===== src/sv/marker_pulse_speed_estimator_top_assert.svh =====
// Assertion macros for the marker pulse speed estimator.
// Expects aclk and aresetn in the scope of the including module.
`ifndef MARKER_PULSE_SPEED_ESTIMATOR_TOP_ASSERT_SVH
`define MARKER_PULSE_SPEED_ESTIMATOR_TOP_ASSERT_SVH

// Condition that must hold at every clock edge outside reset.
`define MPSE_ASSERT_ALWAYS(label, cond, msg) \
    label: assert property (@(posedge aclk) disable iff (!aresetn) (cond)) else $error(msg);

// Consequence that must hold on the edge after the antecedent.
`define MPSE_ASSERT_NEXT(label, ante, cons, msg) \
    label: assert property (@(posedge aclk) disable iff (!aresetn) (ante) |=> (cons)) \
        else $error(msg);

// Consequence that must hold on the same edge as the antecedent.
`define MPSE_ASSERT_SAME(label, ante, cons, msg) \
    label: assert property (@(posedge aclk) disable iff (!aresetn) (ante) |-> (cons)) \
        else $error(msg);

`endif


===== src/sv/mpse_pkg.sv =====
// Types and constants for the marker pulse speed estimator.
// No dependencies; used by mpse_div and the top level.
package mpse_pkg;

    localparam int TIME_W     = 32;
    localparam int COUNT_W    = 16;
    localparam int SPEED_W    = 32;
    localparam int DEV_W      = 9;
    localparam int CFG_DATA_W = 16;
    localparam int CFG_IDX_W  = 2;

    // Shared divider: 42-bit dividend covers (count-1)*spacing*1000.
    localparam int DIVIDEND_W    = 42;
    localparam int DIVISOR_W     = 32;
    localparam int DIV_SHORT_W   = 32;
    localparam int DIV_STEP      = 2;
    localparam int DIV_LONG_CYC  = DIVIDEND_W / DIV_STEP;
    localparam int DIV_SHORT_CYC = DIV_SHORT_W / DIV_STEP;
    localparam int DIV_CNT_W     = $clog2(DIV_LONG_CYC + 1);

    localparam int MUL_A_W = 32;
    localparam int MUL_B_W = 16;
    localparam int MUL_P_W = MUL_A_W + MUL_B_W;

    localparam logic [CFG_IDX_W-1:0] CFG_MIN_MEAS = 2'd0;
    localparam logic [CFG_IDX_W-1:0] CFG_SPACING  = 2'd1;
    localparam logic [CFG_IDX_W-1:0] CFG_MAX_DEV  = 2'd2;

    localparam logic [COUNT_W-1:0]    MIN_MEAS_RESET = 16'd3;
    localparam logic [CFG_DATA_W-1:0] SPACING_RESET  = 16'd100;
    localparam logic [DEV_W-1:0]      MAX_DEV_RESET  = 9'd64;
    localparam logic [COUNT_W-1:0]    MIN_MEAS_FLOOR = 16'd2;
    localparam logic [DEV_W-1:0]      MAX_DEV_CEIL   = 9'd256;
    localparam logic [MUL_B_W-1:0]    SPEED_SCALE    = 16'd1000;
    localparam logic [COUNT_W-1:0]    COUNT_MAX      = 16'hFFFF;
    localparam logic [SPEED_W-1:0]    SPEED_MAX      = 32'hFFFF_FFFF;

    localparam logic KIND_EDGE    = 1'b0;
    localparam logic KIND_RESTART = 1'b1;

    typedef struct packed {
        logic              kind;
        logic [TIME_W-1:0] event_time_ms;
    } mpse_in_t;

    typedef struct packed {
        logic               edge_accepted;
        logic [COUNT_W-1:0] edge_count;
        logic               speed_valid;
        logic [SPEED_W-1:0] speed_mm_per_s;
    } mpse_out_t;

    typedef struct packed {
        logic                  start;
        logic                  short_op;
        logic [DIVIDEND_W-1:0] dividend;
        logic [DIVISOR_W-1:0]  divisor;
    } div_req_t;

    typedef struct packed {
        logic                  busy;
        logic                  done;
        logic [DIVIDEND_W-1:0] quotient;
    } div_rsp_t;

    typedef enum logic [3:0] {
        ST_IDLE,
        ST_EVAL,
        ST_AVG_DIV,
        ST_DEV_MUL,
        ST_BOUND,
        ST_SPD_CHK,
        ST_MUL1,
        ST_MUL2,
        ST_SPD_DIV,
        ST_OUT
    } state_t;

endpackage


===== src/sv/mpse_div.sv =====
// Shared restoring divider, two quotient bits per cycle.
// Depends on mpse_pkg for widths and the request/response structs.
module mpse_div import mpse_pkg::*; (
    input  logic     aclk,
    input  logic     aresetn,
    input  div_req_t req,
    output div_rsp_t rsp
);

    logic                  busy_reg, busy_next;
    logic                  done_reg, done_next;
    logic [DIV_CNT_W-1:0]  cnt_reg, cnt_next;
    logic [DIVISOR_W-1:0]  rem_reg, rem_next;
    logic [DIVIDEND_W-1:0] quo_reg, quo_next;
    logic [DIVISOR_W-1:0]  dsr_reg, dsr_next;

    logic [DIVISOR_W-1:0]  rem_step;
    logic [DIVIDEND_W-1:0] quo_step;
    logic [DIVISOR_W:0]    trial;

    always_comb begin
        rem_step = rem_reg;
        quo_step = quo_reg;
        trial    = '0;
        for (int i = 0; i < DIV_STEP; i++) begin
            trial = {rem_step, quo_step[DIVIDEND_W-1]};
            if (trial >= {1'b0, dsr_reg}) begin
                trial    = trial - {1'b0, dsr_reg};
                quo_step = {quo_step[DIVIDEND_W-2:0], 1'b1};
            end else begin
                quo_step = {quo_step[DIVIDEND_W-2:0], 1'b0};
            end
            rem_step = trial[DIVISOR_W-1:0];
        end
    end

    always_comb begin
        busy_next = busy_reg;
        done_next = 1'b0;
        cnt_next  = cnt_reg;
        rem_next  = rem_reg;
        quo_next  = quo_reg;
        dsr_next  = dsr_reg;
        if (req.start) begin
            busy_next = 1'b1;
            rem_next  = '0;
            dsr_next  = req.divisor;
            // short operands sit in the top bits so fewer steps suffice
            if (req.short_op) begin
                cnt_next = DIV_CNT_W'(DIV_SHORT_CYC);
                quo_next = {req.dividend[DIV_SHORT_W-1:0],
                            {(DIVIDEND_W-DIV_SHORT_W){1'b0}}};
            end else begin
                cnt_next = DIV_CNT_W'(DIV_LONG_CYC);
                quo_next = req.dividend;
            end
        end else if (busy_reg) begin
            rem_next = rem_step;
            quo_next = quo_step;
            cnt_next = cnt_reg - DIV_CNT_W'(1);
            if (cnt_reg == DIV_CNT_W'(1)) begin
                busy_next = 1'b0;
                done_next = 1'b1;
            end
        end
    end

    always_ff @(posedge aclk) begin
        if (!aresetn) begin
            busy_reg <= 1'b0;
            done_reg <= 1'b0;
            cnt_reg  <= '0;
        end else begin
            busy_reg <= busy_next;
            done_reg <= done_next;
            cnt_reg  <= cnt_next;
        end
    end

    always_ff @(posedge aclk) begin
        rem_reg <= rem_next;
        quo_reg <= quo_next;
        dsr_reg <= dsr_next;
    end

    assign rsp.busy     = busy_reg;
    assign rsp.done     = done_reg;
    assign rsp.quotient = quo_reg;

endmodule


===== src/sv/marker_pulse_speed_estimator_top.sv =====
// Marker pulse speed estimator: one beat in flight, s_ready high only in idle. From ST_EVAL a
// restart goes to ST_OUT, an edge below the minimum via ST_SPD_CHK, and the edge that reaches
// it also via ST_MUL1, ST_MUL2 and the speed divide; a filtered edge runs the average divide,
// ST_DEV_MUL and ST_BOUND, then is dropped to ST_OUT or kept on that speed path. ST_OUT waits
// until the output register is free; s_ready returns as the result is registered. Sync
// active-low reset clears state and loads register defaults (minimum 3, spacing 100 mm, deviation 64/256).
module marker_pulse_speed_estimator_top import mpse_pkg::*; (
    input  logic                  aclk,
    input  logic                  aresetn,
    input  logic                  cfg_we,
    input  logic [CFG_IDX_W-1:0]  cfg_index,
    input  logic [CFG_DATA_W-1:0] cfg_wdata,
    input  logic                  s_valid,
    output logic                  s_ready,
    input  mpse_in_t              s_data,
    output logic                  m_valid,
    input  logic                  m_ready,
    output mpse_out_t             m_data
);

`include "marker_pulse_speed_estimator_top_assert.svh"

    state_t state_reg, state_next;

    logic [COUNT_W-1:0]    min_reg;
    logic [CFG_DATA_W-1:0] spacing_reg;
    logic [DEV_W-1:0]      devq_reg;

    logic                  kind_reg, kind_next;
    logic [TIME_W-1:0]     time_reg, time_next;
    logic [COUNT_W-1:0]    count_reg, count_next;
    logic [TIME_W-1:0]     start_reg, start_next;
    logic [TIME_W-1:0]     last_reg, last_next;
    logic [SPEED_W-1:0]    speed_reg, speed_next;
    logic [TIME_W-1:0]     avg_reg, avg_next;
    logic [TIME_W-1:0]     dev_reg, dev_next;
    logic [MUL_A_W-1:0]    work_reg, work_next;
    logic                  acc_reg, acc_next;
    logic                  m_valid_reg, m_valid_next;
    mpse_out_t             m_data_reg, m_data_next;

    logic [COUNT_W-1:0]    eff_min;
    logic [DEV_W-1:0]      eff_dev;
    logic [TIME_W-1:0]     elapsed;
    logic [TIME_W-1:0]     delta;
    logic [TIME_W-1:0]     bound_lo;
    logic [TIME_W:0]       bound_hi;
    logic                  in_range;
    logic                  below_min;
    logic                  out_load;
    logic [MUL_A_W-1:0]    mul_a;
    logic [MUL_B_W-1:0]    mul_b;
    logic [MUL_P_W-1:0]    prod;
    logic [COUNT_W-1:0]    count_inc;
    logic                  now_valid;

    div_req_t div_req;
    div_rsp_t div_rsp;

    mpse_div u_div (
        .aclk    (aclk),
        .aresetn (aresetn),
        .req     (div_req),
        .rsp     (div_rsp)
    );

    // configuration registers
    always_ff @(posedge aclk) begin
        if (!aresetn) begin
            min_reg     <= MIN_MEAS_RESET;
            spacing_reg <= SPACING_RESET;
            devq_reg    <= MAX_DEV_RESET;
        end else if (cfg_we) begin
            unique case (cfg_index)
                CFG_MIN_MEAS: min_reg     <= cfg_wdata;
                CFG_SPACING:  spacing_reg <= cfg_wdata;
                CFG_MAX_DEV:  devq_reg    <= cfg_wdata[DEV_W-1:0];
                default: ;
            endcase
        end
    end

    assign eff_min   = (min_reg < MIN_MEAS_FLOOR) ? MIN_MEAS_FLOOR : min_reg;
    assign eff_dev   = (devq_reg > MAX_DEV_CEIL) ? MAX_DEV_CEIL : devq_reg;
    assign elapsed   = last_reg - start_reg;
    assign delta     = time_reg - last_reg;
    assign bound_lo  = avg_reg - dev_reg;
    assign bound_hi  = {1'b0, avg_reg} + {1'b0, dev_reg};
    assign in_range  = (delta > bound_lo) && ({1'b0, delta} < bound_hi);
    assign below_min = count_reg < eff_min;
    assign out_load  = (state_reg == ST_OUT) && (!m_valid_reg || m_ready);
    assign count_inc = (count_reg == COUNT_MAX) ? count_reg : count_reg + COUNT_W'(1);
    assign now_valid = !below_min;

    // shared multiplier
    always_comb begin
        unique case (state_reg)
            ST_DEV_MUL: begin
                mul_a = avg_reg;
                mul_b = MUL_B_W'(eff_dev);
            end
            ST_MUL1: begin
                mul_a = MUL_A_W'(count_reg - COUNT_W'(1));
                mul_b = spacing_reg;
            end
            ST_MUL2: begin
                mul_a = work_reg;
                mul_b = SPEED_SCALE;
            end
            default: begin
                mul_a = '0;
                mul_b = '0;
            end
        endcase
    end

    assign prod = mul_a * mul_b;

    // next state
    always_comb begin
        state_next = state_reg;
        unique case (state_reg)
            ST_IDLE:    if (s_valid) state_next = ST_EVAL;
            ST_EVAL: begin
                if (kind_reg == KIND_RESTART) begin
                    state_next = ST_OUT;
                end else if (below_min) begin
                    state_next = ST_SPD_CHK;
                end else begin
                    state_next = ST_AVG_DIV;
                end
            end
            ST_AVG_DIV: if (div_rsp.done) state_next = ST_DEV_MUL;
            ST_DEV_MUL: state_next = ST_BOUND;
            ST_BOUND:   state_next = in_range ? ST_SPD_CHK : ST_OUT;
            ST_SPD_CHK: begin
                if (below_min || elapsed == '0) begin
                    state_next = ST_OUT;
                end else begin
                    state_next = ST_MUL1;
                end
            end
            ST_MUL1:    state_next = ST_MUL2;
            ST_MUL2:    state_next = ST_SPD_DIV;
            ST_SPD_DIV: if (div_rsp.done) state_next = ST_OUT;
            ST_OUT:     if (out_load) state_next = ST_IDLE;
            default:    state_next = ST_IDLE;
        endcase
    end

    // datapath and outputs
    always_comb begin
        kind_next    = kind_reg;
        time_next    = time_reg;
        count_next   = count_reg;
        start_next   = start_reg;
        last_next    = last_reg;
        speed_next   = speed_reg;
        avg_next     = avg_reg;
        dev_next     = dev_reg;
        work_next    = work_reg;
        acc_next     = acc_reg;
        m_data_next  = m_data_reg;
        m_valid_next = m_valid_reg;
        div_req      = '0;

        if (m_valid_reg && m_ready) m_valid_next = 1'b0;

        unique case (state_reg)
            ST_IDLE: begin
                if (s_valid) begin
                    kind_next = s_data.kind;
                    time_next = s_data.event_time_ms;
                end
            end
            ST_EVAL: begin
                acc_next = 1'b0;
                if (kind_reg == KIND_RESTART) begin
                    count_next = '0;
                    start_next = time_reg;
                    last_next  = time_reg;
                    speed_next = '0;
                end else if (below_min) begin
                    // every edge counts until the minimum is reached
                    if (count_reg == '0) start_next = time_reg;
                    acc_next   = 1'b1;
                    count_next = count_inc;
                    last_next  = time_reg;
                end else begin
                    div_req.start    = 1'b1;
                    div_req.short_op = 1'b1;
                    div_req.dividend = DIVIDEND_W'(elapsed);
                    div_req.divisor  = DIVISOR_W'(count_reg - COUNT_W'(1));
                end
            end
            ST_AVG_DIV: begin
                if (div_rsp.done) avg_next = div_rsp.quotient[TIME_W-1:0];
            end
            ST_DEV_MUL: begin
                dev_next = prod[TIME_W+7:8];
            end
            ST_BOUND: begin
                if (in_range) begin
                    acc_next   = 1'b1;
                    count_next = count_inc;
                    last_next  = time_reg;
                end
            end
            ST_SPD_CHK: begin
                if (below_min) begin
                    speed_next = '0;
                end else if (elapsed == '0) begin
                    speed_next = SPEED_MAX;
                end
            end
            ST_MUL1: begin
                work_next = prod[MUL_A_W-1:0];
            end
            ST_MUL2: begin
                div_req.start    = 1'b1;
                div_req.short_op = 1'b0;
                div_req.dividend = prod[DIVIDEND_W-1:0];
                div_req.divisor  = elapsed;
            end
            ST_SPD_DIV: begin
                if (div_rsp.done) begin
                    // saturate when the quotient spills past 32 bits
                    if (div_rsp.quotient[DIVIDEND_W-1:SPEED_W] != '0) begin
                        speed_next = SPEED_MAX;
                    end else begin
                        speed_next = div_rsp.quotient[SPEED_W-1:0];
                    end
                end
            end
            ST_OUT: begin
                if (out_load) begin
                    m_valid_next               = 1'b1;
                    m_data_next.edge_accepted  = acc_reg;
                    m_data_next.edge_count     = count_reg;
                    m_data_next.speed_valid    = now_valid;
                    m_data_next.speed_mm_per_s = now_valid ? speed_reg : '0;
                end
            end
            default: ;
        endcase
    end

    always_ff @(posedge aclk) begin
        if (!aresetn) begin
            state_reg   <= ST_IDLE;
            count_reg   <= '0;
            start_reg   <= '0;
            last_reg    <= '0;
            speed_reg   <= '0;
            acc_reg     <= 1'b0;
            m_valid_reg <= 1'b0;
        end else begin
            state_reg   <= state_next;
            count_reg   <= count_next;
            start_reg   <= start_next;
            last_reg    <= last_next;
            speed_reg   <= speed_next;
            acc_reg     <= acc_next;
            m_valid_reg <= m_valid_next;
        end
    end

    always_ff @(posedge aclk) begin
        kind_reg   <= kind_next;
        time_reg   <= time_next;
        avg_reg    <= avg_next;
        dev_reg    <= dev_next;
        work_reg   <= work_next;
        m_data_reg <= m_data_next;
    end

    assign s_ready = (state_reg == ST_IDLE);
    assign m_valid = m_valid_reg;
    assign m_data  = m_data_reg;

    `MPSE_ASSERT_SAME(a_div_start_idle, div_req.start, !div_rsp.busy, "divider restarted while busy")
    `MPSE_ASSERT_SAME(a_div_nonzero, div_req.start, div_req.divisor != '0, "divide by zero issued")
    `MPSE_ASSERT_NEXT(a_one_in_flight, s_valid && s_ready, !s_ready, "second beat taken while busy")
    `MPSE_ASSERT_NEXT(a_restart_clears, out_load && kind_reg == KIND_RESTART, m_data_reg.edge_count == '0 && !m_data_reg.edge_accepted, "restart result not cleared")
    `MPSE_ASSERT_ALWAYS(a_valid_count, !(m_valid && m_data.speed_valid) || m_data.edge_count >= MIN_MEAS_FLOOR, "speed valid below two edges")

endmodule


===== config.mk =====
export PLATFORM = sky130hd
export DESIGN_NAME = marker_pulse_speed_estimator_top
export DESIGN_NICKNAME = d
export VERILOG_FILES = /design/src/sv/mpse_pkg.sv /design/src/sv/mpse_div.sv /design/src/sv/marker_pulse_speed_estimator_top.sv
export VERILOG_INCLUDE_DIRS = /design/src /design/src/sv
export SDC_FILE = /design/constraint.sdc
export NUM_CORES = 2
export LEC_CHECK = 0
export BUFFER_PORTS_ARGS = -buffer_cell sky130_fd_sc_hd__buf_2
export CORE_ASPECT_RATIO = 1.75
export CORE_MARGIN = 2
export CORE_UTILIZATION = 40
export DETAILED_ROUTE_END_ITERATION = 16
export PLACE_DENSITY = 0.61
export SYNTH_ARGS = -nofsm -noshare
export SYNTH_HDL_FRONTEND = slang
export SYNTH_SLANG_ARGS = --single-unit

===== constraint.sdc =====
create_clock -name aclk -period 11.4 [get_ports aclk]
set_clock_uncertainty 0.15 [all_clocks]
set_input_delay 1.71 -clock aclk [delete_from_list [all_inputs] [get_ports aclk]]
set_output_delay 1.71 -clock aclk [all_outputs]
set_load 0.05 [all_outputs]

## Word level (Yosys, flattened, before mapping)

Index checks and enable logic that the tools add are counted.

| storage, ports and cells | value |
|---|---|
| bits in registers | 451 |
| bits of input ports | 56 |
| output and inout bits | 52 |
| word-level logic and storage cells | 149 |

| cells by class | value |
|---|---|
| add/sub/neg operators | 9 |
| $mul | 1 |
| magnitude comparators | 7 |
| equal/unequal tests | 21 |
| multiplexer cells | 55 |
| bitwise operators | 2 |
| reductions and logical operators | 29 |

Operator list:

| kind | number |
|---|---|
| two-way mux 32 bit | 13 |
| case mux 32 bit (3 select lines) | 2 |
| subtractor 32 bit | 5 |
| two-way mux 76 bit | 2 |
| case mux 76 bit (2 select lines) | 1 |
| two-way mux 42 bit | 3 |
| two-way mux 16 bit | 5 |
| greater-or-equal comparator 33 x 32 -> 1 bit | 2 |
| case mux 32 bit (2 select lines) | 1 |
| case mux 16 bit (3 select lines) | 1 |
| multiplier 32 x 16 -> 42 bit | 1 |
| case mux 4 bit (10 select lines) | 1 |
| adder 32 x 32 -> 33 bit | 1 |
| < comparator 32 x 33 -> 1 bit | 1 |
| > comparator 32 bit | 1 |
| zero test 32 bit | 1 |
| case mux 16 bit (2 select lines) | 1 |
| two-way mux 4 bit | 7 |
| subtractor 16 x 1 -> 17 bit (second input constant) | 1 |
| adder 16 x 1 -> 16 bit (second input constant) | 1 |
| == test 16 bit (second input constant) | 1 |
| == test 4 x 3 -> 1 bit (second input constant) | 4 |
| zero test 16 bit | 1 |
| < comparator 16 bit | 1 |
| other kinds (30) | 66 |

## Longest topological paths before layout

| logic depth | value |
|---|---|
| depth in word-level cells | 8 |
| mapped depth | 34 |
| gate-level depth less buffers | 33 |

## Hierarchy

Synthesis repeated with hierarchy kept, for this count alone.

| unflattened totals | value |
|---|---|
| cells, all modules | 5184 |
| area total of the unflattened synthesis | 45503.6 um^2 |

Modules (own cells, without submodules):

| module | times used | cells each | area an instance (um^2) | sequential area each (um^2) |
|---|---|---|---|---|
| marker_pulse_speed_estimator_top | 1 | 4275 | 37159.4 | 8558.2 |
| mpse_div | 1 | 909 | 8344.3 | 3002.9 |

## Worst setup path after synthesis

OpenSTA, ideal clock, no wires.

| timing path | value |
|---|---|
| kind | reg2reg |
| from | register state_reg[3] |
| to | register u_div.quo_reg[39], data pin |
| setup time | 0.261 ns |
| arrival time | 8.148 ns |
| data required time | 10.989 ns |
| slack | 2.841 ns |
| cell stages (with the launch flop) | 29 |
| buffers on the path | 3 |
| period minus slack after synthesis | 8.559 ns |
| path through | dfxtp_1 -> clkbuf_1 -> nand2b_1 -> nor3b_1 -> clkbuf_1 -> buf_1 -> a221oi_1 -> nor2_1 -> fa_1 -> inv_1 -> fa_1 -> fa_1 -> inv_1 -> fa_1 -> fa_1 -> inv_1 -> fa_1 -> inv_1 -> ha_1 -> a21oi_1 -> o21ai_0 -> a211oi_1 -> nand3_1 -> o22a_1 -> a21o_1 -> o41ai_1 -> o21ai_0 -> xor2_1 -> a221o_1 |

| on the way | value |
|---|---|
| cells in the longest elaborated chain, start to end | 6 |
| elaborated cells on any way between the ends | 10 |
| classes of those cells | mul: 1; eq/ne: 4; mux: 5 |

RTL lines:

| item | RTL line | source |
|---|---|---|
| start: declaration | marker_pulse_speed_estimator_top.sv:23 | `state_t state_reg, state_next;` |
| start signal: assignment | marker_pulse_speed_estimator_top.sv:258 | `state_reg <= state_next;` |
| == test 4 x 3 -> 1 bit or == test 4 x 2 -> 1 bit (tied branches) | marker_pulse_speed_estimator_top.sv:97 | `unique case (state_reg)` |
| case mux 32 bit (3 select lines) or case mux 16 bit (3 select lines) (tied branches) | marker_pulse_speed_estimator_top.sv:97 |  |
| multiplier 32 x 16 -> 42 bit * | marker_pulse_speed_estimator_top.sv:117 | `assign prod = mul_a * mul_b;` |
| net prod[39] | marker_pulse_speed_estimator_top.sv:53 | `logic [MUL_P_W-1:0] prod;` |
| case mux 76 bit (2 select lines) * | marker_pulse_speed_estimator_top.sv:169 | `unique case (state_reg)` |
| two-way mux 42 bit * | mpse_div.sv:49 | `if (req.short_op) begin` |
| two-way mux 42 bit * | mpse_div.sv:44 | `if (req.start) begin` |
| net u_div.quo_next[39] | mpse_div.sv:14 | `logic [DIVIDEND_W-1:0] quo_reg, quo_next;` |
| end signal: assignment | mpse_div.sv:82 | `quo_reg <= quo_next;` |
| end: declaration | mpse_div.sv:14 |  |

Mark *: on every way through the listed nets, which the timed path passes. The rest lies on a longest branch.
A chain may end at the register's enable or synchronous reset.

## Worst setup path after layout

| timing path | value |
|---|---|
| from | register count_reg[0] |
| to | register u_div.quo_reg[36], data pin |

| on the way | value |
|---|---|
| cells in the longest elaborated chain, start to end | 6 |
| elaborated cells on any way between the ends | 9 |
| classes of those cells | add/sub: 1; mul: 1; order compare: 1; mux: 6 |

RTL lines:

| item | RTL line | source |
|---|---|---|
| start: declaration | marker_pulse_speed_estimator_top.sv:31 | `logic [COUNT_W-1:0] count_reg, count_next;` |
| start signal: assignment | marker_pulse_speed_estimator_top.sv:259 | `count_reg <= count_next;` |
| subtractor 16 x 1 -> 17 bit | marker_pulse_speed_estimator_top.sv:103 | `mul_a = MUL_A_W'(count_reg - COUNT_W'(1));` |
| case mux 32 bit (3 select lines) | marker_pulse_speed_estimator_top.sv:97 |  |
| multiplier 32 x 16 -> 42 bit | marker_pulse_speed_estimator_top.sv:117 |  |
| net prod[36] | marker_pulse_speed_estimator_top.sv:53 |  |
| case mux 76 bit (2 select lines) | marker_pulse_speed_estimator_top.sv:169 |  |
| two-way mux 42 bit | mpse_div.sv:49 |  |
| two-way mux 42 bit | mpse_div.sv:44 |  |
| net u_div.quo_next[36] | mpse_div.sv:14 |  |

The timed path passes the listed nets, and every way through them passes these cells.

==> metrics <==
status completed; Synth Flop Type edfxtp_1; switching portion of total power 48.8%; Yosys cell types 94; Initial DRT Pass Iterations 5; worst-path maximum fanout 10; CTS Buffer Depth 3; dpl cells 6,554; Yosys warnings 0; post-CTS setup buffers 0; Synth-to-Final Area Change 7.80%; Max Cap Viol 0; GRT Resource Usage Total 26.5%; part of the power in the clock network 18.1%; Min Hold Slack 0.304 ns; Congestion Overflow GR 0; Skew-Pair Late Insertion Delay 0.65 ns; RSZ-0062 raised after global routing no; GPL Wtd Cong 1.00; post-DR vias/cell 5.57; DIE AREA 114,000 um2; fin cells 6,635; row cnt 162; fin crit share 87.1%; Power Dens Cells 175 nW/um2; Power Internal 4.30 mW; switching power 4.09 mW; arrival time at the worst endpoint 10.27 ns; pin count of the biggest net entering global routing 71; TritonCTS clock tree built; share of flip-flops with an asynchronous set or reset 0%; die height 446 um; worst stage delay on the critical path 1.04 ns; Crit. End Element flop; core area 111,000 um2; dpl hpwl 123,000 um; initial DRC count 2,266; vias in the first global route 38,200; setup TNS 0 ns; clock period minus worst slack 9.92 ns; CTS Sinks 451; Max VDD drop 0.181 mV; kind of critical path reg2reg; Avg Synthesized Cell Area 8.68 um2; max FFs per register 50; sequential element share of the synthesized area 25.9%; drt total wl 153,000 um; PortBufs 107; Slew Viols, Final 0; sequential share of power 25.3%; worst-margin pin slew 1.33 ns; number of synthesized flops with an enable pin 253; Worst R2R Setup Slack 1.48 ns; layout cells sized above 1 6.42%; H-tree Lvls 2; Gate power share 56.6%; DIE WIDTH 257 um; Hold-fix buffers, CTS 0; final setup fails 0; WP data required 11.74 ns; Slew headroom 10.5%; FF+latch count, synth 451; Post-route DRC 0; Syn Nets 5,972; Hold WC Path Type reg2reg; nets 5,952; IO Count 108; cells after synthesis 5,142; Post-Synthesis Cell Area 44,600 um2; wire length per cell 23.0 um; final hold violations 0; Critical Path Start Type flop; DR vias 36,900; CTS resizes 0; first-pass GRT wire length 229,000 um; initial antenna violation count 7; Starting Density 40.2%; Pleak 20.7 nW; clk slew on worst S/H paths 0.07 ns; Routed Antenna Nets 0; root cell of the clock tree clkbuf_16; CP max stage cell o21ai_1; FMAX 101 MHz; Inserted Clock Buffers 42
-- cells in the mapped netlist, drive strengths merged (29+ instances only) --
master  instances  area, um2
a211oi         33        258
a21o           86        646
a21oi         418       2100
a221o          31        312
and3           33        208
clkbuf        201        754
dfxtp         198       3960
edfxtp        253       7600
fa            411       8230
ha            363       4540
inv           708       2660
mux2i          35        350
nand2         704       2650
nand2b         44        275
nand3          51        255
nor2          354       1330
nor2b          74        463
nor3           63        315
o21a           52        390
o21ai         299       1500
o21bai         37        278
o31a           46        417
or2            29        184
xnor2         152       1330
xor2           64        561
-- path summary, 6_finish.rpt --
| path | startpoint | to | depth (start not counted) |
|---|---|---|---|
| worst max-delay path | count_reg[0] | u_div.quo_reg[36] | 29 |
| worst min-delay path | start_reg[6] | start_reg[6] | 2 |
| worst max register to register | count_reg[0] | u_div.quo_reg[36] | 29 |
| worst min register to register | start_reg[6] | start_reg[6] | 2 |
-- worst max-delay path: cells and delay by family, from the launching register on --
family	cells	cell delay, ns
AO/OA/AOI/OAI	10	3.95
XOR/XNOR	1	0.27
adder cells (fa/ha/maj)	8	3.66
buffers and inverters	6	0.43
flip-flops	1	0.73
AND/OR/NAND/NOR	4	0.58
-- layout make-up --
class                   instances  area (um2)
clock inverters                19         193
multi-input cells            3754       29600
inverters                     708        2660
repair buffers                165         971
diodes                          3        7.51
fillers                     11200       63000
flip-flops and latches        451       11600
clock buffers                  59        1260
well taps                    1476        1850
-- cells by family after synthesis --
family / after synthesis / share of synthesized area [%]
simple gates: 1501 / 15.1
compound gates: 1224 / 17.2
buf+inv: 937 / 8.02
fa+ha+maj: 774 / 28.6
flops: 451 / 25.9
xor+xnor: 216 / 4.24
mux: 39 / 0.886
-- metal layers --
| metal | vias to the layer above | routed length, um | share of wire (%) | global-route usage [%] |
|---|---|---|---|---|
| met3 | 447 | 7070 | 4.6 | 3.61 |
| met5 | - | 30 | 0.020 | 0 |
| met2 | 1109 | 78700 | 52 | 48.8 |
| met1 | 18100 | 50800 | 33 | 25.9 |
| li1 | 17300 | - | - | - |
| met4 | 4 | 15900 | 10 | 23.3 |
-- cells in the final DEF (no fill, tap or decap), types with 18 or more instances in the layout --
cell type and instances:
inv_1 706, nand2_1 703, a21oi_1 416, fa_1 411, ha_1 363, nor2_1 351, o21ai_0 280, edfxtp_1 253
dfxtp_1 196, xnor2_1 151, buf_2 107, a21o_1 86, nor2b_1 74, xor2_1 64, nor3_1 59, buf_4 58
o21a_1 52, nand3_1 51, clkbuf_16 46, nand2b_1 44, o31a_1 41, o21bai_1 37, mux2i_1 35, and3_1 32
a221o_1 30, a211oi_1 30, or2_2 28, a31oi_1 27, nand4_1 26, o31ai_1 20, or3_1 20, a221oi_1 19
o211ai_1 18
-- power by group through the flow --
stage	registers (mW)	clock network, mW	logic, mW
6_report	2.13	1.52	4.75
5_1_grt	2.15	1.60	5.09
4_1_cts	2.13	1.55	4.66
3_5_place_dp	2.16	0	4.64
3_3_place_gp	2.15	0	4.60
2_1_floorplan	2.16	0	2.93
-- through the flow --
step	util [%]	setup WS [ns]	cell area (um2)	total power, mW
2_1_floorplan	-	2.84	44600	5.09
3_3_place_gp	42.0	1.53	46600	6.76
3_5_place_dp	42.0	1.62	46700	6.80
4_1_cts	43.3	1.57	48100	8.34
5_1_grt	43.3	0.953	48100	8.84
6_report	43.3	1.48	48100	8.40
Power figures use the tool's default switching activity.
